==> config.mk <==
export PLATFORM = sky130hd
export DESIGN_NAME = bounded_edit_distance
export DESIGN_NICKNAME = d
export VERILOG_FILES = /design/src/design/bed_pkg.sv /design/src/design/bed_ram.sv /design/src/design/bed_cell.sv /design/src/design/bounded_edit_distance.sv
export VERILOG_INCLUDE_DIRS = /design/src /design/src/design
export SDC_FILE = /design/constraint.sdc
export NUM_CORES = 1
export LEC_CHECK = 0
export BUFFER_PORTS_ARGS = -buffer_cell sky130_fd_sc_hd__buf_2
export CAP_MARGIN = 40
export CORE_MARGIN = 3
export CORE_UTILIZATION = 56
export CTS_BUF_LIST = sky130_fd_sc_hd__clkbuf_2 sky130_fd_sc_hd__clkbuf_4 sky130_fd_sc_hd__clkbuf_8
export DETAILED_ROUTE_END_ITERATION = 12
export GPL_TIMING_DRIVEN = 0
export HOLD_SLACK_MARGIN = 0.15
export PLACE_DENSITY = 0.72
export SYNTH_ARGS = -nofsm -noshare
export SYNTH_HDL_FRONTEND = slang
export SYNTH_HIERARCHICAL = 1
export SYNTH_SLANG_ARGS = --single-unit
==> constraint.sdc <==
create_clock -name clk_i -period 12.2 [get_ports clk_i]
set_input_delay 1.22 -clock clk_i [delete_from_list [all_inputs] [get_ports clk_i]]
set_output_delay 1.22 -clock clk_i [all_outputs]
set_load 0.01 [all_outputs]
==> src/design/bounded_edit_distance_assert.svh <==
// Assertion macros for the bounded edit distance block.
`ifndef BOUNDED_EDIT_DISTANCE_ASSERT_SVH
`define BOUNDED_EDIT_DISTANCE_ASSERT_SVH

`ifndef ASSERT_OFF
// Property must hold whenever the antecedent is true (same cycle).
`define BED_ASSERT(name, clk, rst_n, ante, cons, msg) \
  name: assert property (@(posedge clk) disable iff (!rst_n) (ante) |-> (cons)) \
    else $error(msg);
// Property must hold in the cycle after the antecedent.
`define BED_ASSERT_NEXT(name, clk, rst_n, ante, cons, msg) \
  name: assert property (@(posedge clk) disable iff (!rst_n) (ante) |=> (cons)) \
    else $error(msg);
`else
`define BED_ASSERT(name, clk, rst_n, ante, cons, msg)
`define BED_ASSERT_NEXT(name, clk, rst_n, ante, cons, msg)
`endif

`endif

==> src/design/bed_pkg.sv <==
// Shared constants for the bounded edit distance block.
`timescale 1ns / 1ps

package bed_pkg;

  // Default number of stored characters per string
  localparam int unsigned MaxLenDefault = 32;
  // Length difference above which the pair is cut short
  localparam int unsigned LenGapLimit   = 3;
  // Distance reported for a cut pair
  localparam int unsigned CutDistance   = 4;
  // Output field width and its saturation value
  localparam int unsigned DistWidth     = 6;
  localparam int unsigned DistMax       = 63;
  localparam int unsigned CharWidth     = 8;
  // Cost / length width for the default string limit
  localparam int unsigned CostWidthDefault = $clog2(MaxLenDefault + 2);

endpackage

==> src/design/bed_ram.sv <==
// Generic single-write, single-read RAM with registered read data.
`timescale 1ns / 1ps

module bed_ram #(
  parameter int unsigned Width     = 8,
  parameter int unsigned Depth     = 32,
  parameter int unsigned AddrWidth = $clog2(Depth)
) (
  input  logic                 clk_i,
  input  logic                 we_i,
  input  logic [AddrWidth-1:0] waddr_i,
  input  logic [Width-1:0]     wdata_i,
  input  logic [AddrWidth-1:0] raddr_i,
  output logic [Width-1:0]     rdata_o
);

  logic [Width-1:0] mem [Depth];
  logic [Width-1:0] rdata_q;

  // write port and registered read port
  always_ff @(posedge clk_i) begin
    if (we_i) begin
      mem[waddr_i] <= wdata_i;
    end
    rdata_q <= mem[raddr_i];
  end

  assign rdata_o = rdata_q;

endmodule

==> src/design/bed_cell.sv <==
// Shared cell unit: one dynamic-programming cell, minimum of three costs.
`timescale 1ns / 1ps

module bed_cell #(
  parameter int unsigned CostWidth = bed_pkg::CostWidthDefault
) (
  input  logic [bed_pkg::CharWidth-1:0] a_char_i,
  input  logic [bed_pkg::CharWidth-1:0] b_char_i,
  input  logic [CostWidth-1:0]          diag_i,
  input  logic [CostWidth-1:0]          above_i,
  input  logic [CostWidth-1:0]          left_i,
  output logic [CostWidth-1:0]          cost_o
);

  logic [CostWidth-1:0] subst;
  logic [CostWidth-1:0] del;
  logic [CostWidth-1:0] ins;
  logic [CostWidth-1:0] m1;

  // substitution, deletion, insertion; values stay within MaxLen+1
  assign subst = diag_i + CostWidth'(a_char_i != b_char_i);
  assign del   = above_i + CostWidth'(1);
  assign ins   = left_i + CostWidth'(1);
  assign m1    = (subst < del) ? subst : del;
  assign cost_o = (m1 < ins) ? m1 : ins;

endmodule

==> src/design/bounded_edit_distance.sv <==
// Top level: character loading, length check and cell sequencer.
`timescale 1ns / 1ps

// Bounded edit distance. Characters of two byte strings arrive one per item;
// the item with pair_done set ends the pair and produces one result: the
// Levenshtein distance, or 4 with cut_short set when a string exceeds MaxLen
// characters or the lengths differ by more than 3. An item that does not end
// a pair leaves the input unstalled. A pair end goes through the length
// check and then to delivery when cut or when a string is empty; otherwise
// one cell unit evaluates one matrix cell per cycle, reading one entry of
// the cost-row RAM per cycle, with a row-start state before each row of the
// first string. Input is stalled from the pair end until the result is
// loaded into the output register; the output register holds a result while
// the next pair loads.

`include "bounded_edit_distance_assert.svh"

module bounded_edit_distance #(
  parameter int unsigned MaxLen = bed_pkg::MaxLenDefault
) (
  input  logic                           clk_i,
  input  logic                           rst_ni,
  input  logic                           in_valid_i,
  output logic                           in_stall_o,
  input  logic [bed_pkg::CharWidth-1:0]  text_char_i,
  input  logic                           second_string_i,
  input  logic                           pair_done_i,
  output logic                           out_valid_o,
  input  logic                           out_stall_i,
  output logic [bed_pkg::DistWidth-1:0]  distance_o,
  output logic                           cut_short_o
);

  localparam int unsigned LW  = $clog2(MaxLen + 2);  // lengths and costs
  localparam int unsigned AW  = $clog2(MaxLen);      // character address
  localparam int unsigned CAW = $clog2(MaxLen + 1);  // cost-row address
  localparam int unsigned WW  = (LW > bed_pkg::DistWidth) ? LW : bed_pkg::DistWidth;
  localparam int unsigned CW  = bed_pkg::CharWidth;

  typedef enum logic [4:0] {
    StIdle    = 5'b00001,
    StCheck   = 5'b00010,
    StRow     = 5'b00100,
    StCell    = 5'b01000,
    StDeliver = 5'b10000
  } state_e;

  state_e                     state_q, state_d;
  logic [LW-1:0]              first_len_q, first_len_d;
  logic [LW-1:0]              second_len_q, second_len_d;
  logic [LW-1:0]              i_q, i_d;
  logic [LW-1:0]              j_q, j_d;
  logic [LW-1:0]              diag_q, diag_d;
  logic [LW-1:0]              left_q, left_d;
  logic [LW-1:0]              res_q, res_d;
  logic                       cut_q, cut_d;
  logic                       out_valid_q, out_valid_d;
  logic [bed_pkg::DistWidth-1:0] dist_q, dist_d;
  logic                       cut_out_q, cut_out_d;

  logic          in_fire;
  logic          first_we, second_we, cost_we;
  logic [AW-1:0] first_waddr, second_waddr, first_raddr, second_raddr;
  logic [CAW-1:0] cost_waddr, cost_raddr;
  logic [CW-1:0] first_rdata, second_rdata;
  logic [LW-1:0] cost_rdata, above, cell_cost;
  logic [LW-1:0] gap;
  logic          last_col, len_cut;
  logic [WW-1:0] res_wide;

  assign in_stall_o = (state_q != StIdle);
  assign in_fire    = in_valid_i && !in_stall_o;
  assign last_col   = (j_q == second_len_q);

  // character stores
  assign first_we     = in_fire && (text_char_i != '0) && !second_string_i &&
                        (first_len_q < LW'(MaxLen));
  assign second_we    = in_fire && (text_char_i != '0) && second_string_i &&
                        (second_len_q < LW'(MaxLen));
  assign first_waddr  = AW'(first_len_q);
  assign second_waddr = AW'(second_len_q);

  // row char held at i-1; column char and cost entry run one ahead of j
  always_comb begin
    first_raddr  = AW'(i_q - LW'(1));
    second_raddr = '0;
    cost_raddr   = CAW'(1);
    if (state_q == StCell) begin
      second_raddr = last_col ? '0 : AW'(j_q);
      cost_raddr   = last_col ? '0 : CAW'(j_q + LW'(1));
    end
  end

  assign cost_we    = (state_q == StCell);
  assign cost_waddr = CAW'(j_q);

  bed_ram #(.Width(CW), .Depth(MaxLen)) u_first_ram (
    .clk_i  (clk_i),
    .we_i   (first_we),
    .waddr_i(first_waddr),
    .wdata_i(text_char_i),
    .raddr_i(first_raddr),
    .rdata_o(first_rdata)
  );

  bed_ram #(.Width(CW), .Depth(MaxLen)) u_second_ram (
    .clk_i  (clk_i),
    .we_i   (second_we),
    .waddr_i(second_waddr),
    .wdata_i(text_char_i),
    .raddr_i(second_raddr),
    .rdata_o(second_rdata)
  );

  bed_ram #(.Width(LW), .Depth(MaxLen + 1)) u_cost_ram (
    .clk_i  (clk_i),
    .we_i   (cost_we),
    .waddr_i(cost_waddr),
    .wdata_i(cell_cost),
    .raddr_i(cost_raddr),
    .rdata_o(cost_rdata)
  );

  // first row reads the initial row j directly
  assign above = (i_q == LW'(1)) ? j_q : cost_rdata;

  bed_cell #(.CostWidth(LW)) u_cell (
    .a_char_i(first_rdata),
    .b_char_i(second_rdata),
    .diag_i  (diag_q),
    .above_i (above),
    .left_i  (left_q),
    .cost_o  (cell_cost)
  );

  // length rule
  assign gap     = (first_len_q > second_len_q) ? (first_len_q - second_len_q)
                                                : (second_len_q - first_len_q);
  assign len_cut = (first_len_q > LW'(MaxLen)) || (second_len_q > LW'(MaxLen)) ||
                   (gap > LW'(bed_pkg::LenGapLimit));

  // saturate to the output field
  assign res_wide = WW'(res_q);

  // sequencer
  always_comb begin
    state_d      = state_q;
    first_len_d  = first_len_q;
    second_len_d = second_len_q;
    i_d          = i_q;
    j_d          = j_q;
    diag_d       = diag_q;
    left_d       = left_q;
    res_d        = res_q;
    cut_d        = cut_q;
    out_valid_d  = out_valid_q && out_stall_i;
    dist_d       = dist_q;
    cut_out_d    = cut_out_q;
    case (state_q)
      StIdle: begin
        if (in_fire) begin
          if (text_char_i != '0) begin
            if (second_string_i) begin
              second_len_d = (second_len_q < LW'(MaxLen)) ? second_len_q + LW'(1)
                                                          : LW'(MaxLen + 1);
            end else begin
              first_len_d = (first_len_q < LW'(MaxLen)) ? first_len_q + LW'(1)
                                                        : LW'(MaxLen + 1);
            end
          end
          if (pair_done_i) begin
            state_d = StCheck;
          end
        end
      end
      StCheck: begin
        cut_d   = len_cut;
        state_d = StDeliver;
        if (len_cut) begin
          res_d = LW'(bed_pkg::CutDistance);
        end else if (first_len_q == '0) begin
          res_d = second_len_q;
        end else if (second_len_q == '0) begin
          res_d = first_len_q;
        end else begin
          i_d     = LW'(1);
          state_d = StRow;
        end
      end
      StRow: begin
        j_d     = LW'(1);
        diag_d  = i_q - LW'(1);
        left_d  = i_q;
        state_d = StCell;
      end
      StCell: begin
        left_d = cell_cost;
        diag_d = above;
        if (last_col) begin
          if (i_q == first_len_q) begin
            res_d   = cell_cost;
            state_d = StDeliver;
          end else begin
            i_d     = i_q + LW'(1);
            state_d = StRow;
          end
        end else begin
          j_d = j_q + LW'(1);
        end
      end
      StDeliver: begin
        if (!out_valid_q || !out_stall_i) begin
          out_valid_d  = 1'b1;
          dist_d       = (res_wide > WW'(bed_pkg::DistMax))
                         ? bed_pkg::DistWidth'(bed_pkg::DistMax)
                         : res_wide[bed_pkg::DistWidth-1:0];
          cut_out_d    = cut_q;
          first_len_d  = '0;
          second_len_d = '0;
          state_d      = StIdle;
        end
      end
      default: begin
        state_d = StIdle;
      end
    endcase
  end

  // control registers
  always_ff @(posedge clk_i or negedge rst_ni) begin
    if (!rst_ni) begin
      state_q      <= StIdle;
      first_len_q  <= '0;
      second_len_q <= '0;
      out_valid_q  <= 1'b0;
      i_q          <= '0;
      j_q          <= '0;
    end else begin
      state_q      <= state_d;
      first_len_q  <= first_len_d;
      second_len_q <= second_len_d;
      out_valid_q  <= out_valid_d;
      i_q          <= i_d;
      j_q          <= j_d;
    end
  end

  // datapath registers
  always_ff @(posedge clk_i) begin
    diag_q    <= diag_d;
    left_q    <= left_d;
    res_q     <= res_d;
    cut_q     <= cut_d;
    dist_q    <= dist_d;
    cut_out_q <= cut_out_d;
  end

  assign out_valid_o = out_valid_q;
  assign distance_o  = dist_q;
  assign cut_short_o = cut_out_q;

  // checks
  `BED_ASSERT(a_len_bound, clk_i, rst_ni, 1'b1, (first_len_q <= LW'(MaxLen + 1)) && (second_len_q <= LW'(MaxLen + 1)), "string length count beyond saturation")
  `BED_ASSERT(a_col_range, clk_i, rst_ni, state_q == StCell, (j_q != '0) && (j_q <= second_len_q), "column index outside the second string")
  `BED_ASSERT(a_row_range, clk_i, rst_ni, (state_q == StRow) || (state_q == StCell), (i_q != '0) && (i_q <= first_len_q), "row index outside the first string")
  `BED_ASSERT(a_cut_value, clk_i, rst_ni, out_valid_o && cut_short_o, distance_o == bed_pkg::DistWidth'(bed_pkg::CutDistance), "cut result without the cut distance")
  `BED_ASSERT_NEXT(a_done_check, clk_i, rst_ni, in_valid_i && !in_stall_o && pair_done_i, state_q == StCheck, "pair end did not start the length check")

endmodule
==> out/summary.txt <==
outcome: finished, final reports clean
layout cells sized above 1: 0.256
Root Buffer: clkbuf_8
Post-Synth Adder-Cell Area: 0.0142
largest family of logic cells by synthesized area: multiplexers
final setup fails: 0
Synth Register Bits: 788
post-detailed-route count of antenna-violating nets: 0
DIE AREA: 61300 µm²
Reg2Reg Setup Slack: 5.69 ns
fmax: 0.154 GHz
CTS max path bufs: 3
Yosys top cell by area: edfxtp_1
most frequent cell after synthesis: edfxtp_1
number of flops mapped to enable cells by yosys: 736
Slew HR: 0.383
synth top area cells: edfxtp_1, mux4_2, mux2i_1
CTS tree: done
Clock Latency Late Sink: 0.75 ns
switching power: 1910 µW
initial antenna violation count: 3
hold_buf cts: 0
net count after synthesis: 1829
DR iter-0 viols: 1689
Sw Share: 0.280
dpl hpwl: 47.9 mm
register area share after synthesis: 0.713
die width: 248 µm
I/O pins: 23
final WL: 71.7 mm
Hold WS: 0.455 ns
H-tree levels: 3
placed cell count: 2579
first-pass detailed-route iteration total: 5
# port buffers: 22
Max stage delay on crit path: 0.74 ns
min Tclk post-route: 6.51 ns
slowest library cell on the worst path: o21ai_0
core area: 57000 µm²
Vias/cell: 6.17
worst hold path class: flop to flop
CP Max Fanout: 18
clock-pin slew on the worst setup and hold paths: 0.06 ns
Final GP Congestion: 0.877
Commonest cells post-synth: edfxtp_1, mux4_2, nor2_1
Clock power frac: 0.317
nets@finish: 1997
synthesis-to-finish area growth: 12.0%
Synth async-reset ratio: 0.0381
GRT Util Overall: 0.242
CP most frequent cell: ha_1
Setup CP Type: flop to flop
Design Power: 6810 µW
largest net degree at the start of global routing: 48
Cells after Synth: 1779
Final period util: 0.534
vias in the first global route: 17661
Pint: 4900 µW
peak supply drop: 0.122 mV
Netlist cell types: 78
PD cells: 186 nW/µm²
post-CTS setup buffer count: 0
Post-Syn Area per Cell: 18.4 µm²
num rows: 87
Final Instance Count excl. Fillers: 2807
Pleak: 0.0125 µW
TritonCTS Buffers: 121
WL per Instance: 25.5 µm
Final Hold Viols: 0
CTS Sinks: 788
Comb pwr share: 0.204
grt met2 use: 0.382
Ys Warns: 6
# resized after CTS: 0
Slew Limit Fails: 0
number of max-cap violations: 0
crit end category: flop
critical-path cell list: clkbuf_1 > nor3_1 > nand3_1 > o21ai_0 > ha_1 > nand3_1 > xor2_1 > ha_1 > nand4_1 > a21oi_1 > nor2_1 > mux2_2 > inv_1 > ha_1 > a21o_1 > a31oi_1 > o21ai_1 > o31ai_4 > mux2i_4 > nand2_1 > o21ai_0
mux share of post-synthesis cell area: 0.153
Die Ht: 248 µm
Synth top area share: 0.676
grt met1 use: 0.338
Starting Density: 0.573
measured slew at the worst slew-check pin: 0.922 ns
Worst EP arrival: 7.06 ns
setup total negative slack: 0 ns
met3 global-route usage: 0.0520
clk_skew: 0.0456 ns
RSZ-0062 raised after global routing: no
total grt overflow: 0
Startpoint Class: flop
synthesized area: 32700 µm²
CP required: 12.75 ns
GRT Max-Usage Layer: met2
global-route wire length before repair: 108 mm
total number of vias: 17316
DRC viols: 0
Post-Synth XOR/XNOR Area: 0.0115
Compound-Gate Fraction of Synth Area: 0.0425
Simple-Gate Fraction of Synth Area: 0.0464
post-layout util: 0.641
Post-synth top flop: edfxtp_1
sequential group share of total power: 0.479
[placed cells by master (no fill, tap or decap), types with 17 or more instances in the layout]
master / count
mux2_2: 26
clkbuf_8: 132
clkinv_2: 17
nand2_1: 51
a22oi_1: 25
clkbuf_4: 44
mux2i_1: 102
dfrtp_1: 29
buf_4: 25
dfxtp_1: 22
edfxtp_1: 736
nor2_1: 139
ha_1: 34
inv_1: 45
o21ai_0: 25
clkbuf_1: 32
buf_2: 32
nand3_1: 28
xor2_1: 27
a21oi_1: 33
mux4_2: 160
clkinv_1: 23
[critical path: cells and delay by family, from the launching register on]
kind | cells | cell delay (ns)
compound gates | 7 | 2.12
simple gates | 6 | 1.40
mux | 2 | 1.11
fa+ha+maj | 3 | 0.82
flops | 1 | 0.36
buf+inv | 2 | 0.28
xor+xnor | 1 | 0.21
[routing by layer]
metal  wire [µm]  vias up  part of all wire
met5           0        -                 0
met4        2020        0             0.028
met3        5980      139             0.083
met2       34500      772              0.48
met1       29200     8907              0.41
li1            -     7498                 -
[area by class of cell]
class	instances	area, µm²
inverter	45	169
timing repair buffer	45	453
sequential	788	23300
tap	756	946
multi-input combinational	863	8790
clock buffer	176	2150
antenna	1	2.50
buffer	83	483
clock inverter	50	298
fill	3931	20500
[flip-flops by register name (all words and copies together) (netlist names), 5 cells and up]
name / flops
u_first_ram/mem: 256
u_second_ram/mem: 256
u_cost_ram/mem: 198
u_first_ram/rdata_o: 8
u_second_ram/rdata_o: 8
cost_waddr: 6
diag_q: 6
distance_o: 6
first_len_q: 6
i_q: 6
left_q: 6
res_q: 6
second_len_q: 6
u_cost_ram/rdata_o: 6
state_q: 5
[final timing paths]
| check | start | endpoint | depth (start not counted) |
|---|---|---|---|
| max | i_q[2] | left_q[4] | 21 |
| min reg2reg | u_cost_ram/mem[32][0] | u_cost_ram/rdata_o[0] | 2 |
| min | u_cost_ram/mem[32][0] | u_cost_ram/rdata_o[0] | 2 |
| max in group asynchronous | rst_ni | second_len_q[1] | 1 |
| max reg2reg | i_q[2] | left_q[4] | 21 |
| min in group asynchronous | rst_ni | state_q[1] | 1 |
[logic make-up (layout without fill, tap and decap cells)]
| family | after synthesis | count (layout) |
|---|---|---|
| XOR/XNOR | 43 | 43 |
| AO/OA/AOI/OAI | 179 | 179 |
| multiplexers | 294 | 294 |
| adder cells (fa/ha/maj) | 36 | 36 |
| other | 0 | 1 |
| buffers and inverters | 128 | 399 |
| AND/OR/NAND/NOR | 311 | 311 |
| flip-flops | 788 | 788 |
[per-stage QoR]
step / setup WS, ns / cell area (µm²)
after global placement: 4.39 / 33700
final: 5.69 / 36600
after floorplan: 6.43 / 32700
after CTS: 5.62 / 36600
after global routing: 5.08 / 36600
after detailed placement: 5.73 / 34100
[power by group through the flow]
stage          Combinational (µW)  Sequential (µW)  Clock (µW)
3_5_place_dp                 1380             3310           0
4_1_cts                      1390             3250        2210
5_1_grt                      1500             3260        2340
2_1_floorplan                 923             3260           0
3_3_place_gp                 1290             3320           0
6_report                     1390             3260        2160
No activity file was read; power rests on OpenSTA's default activity.
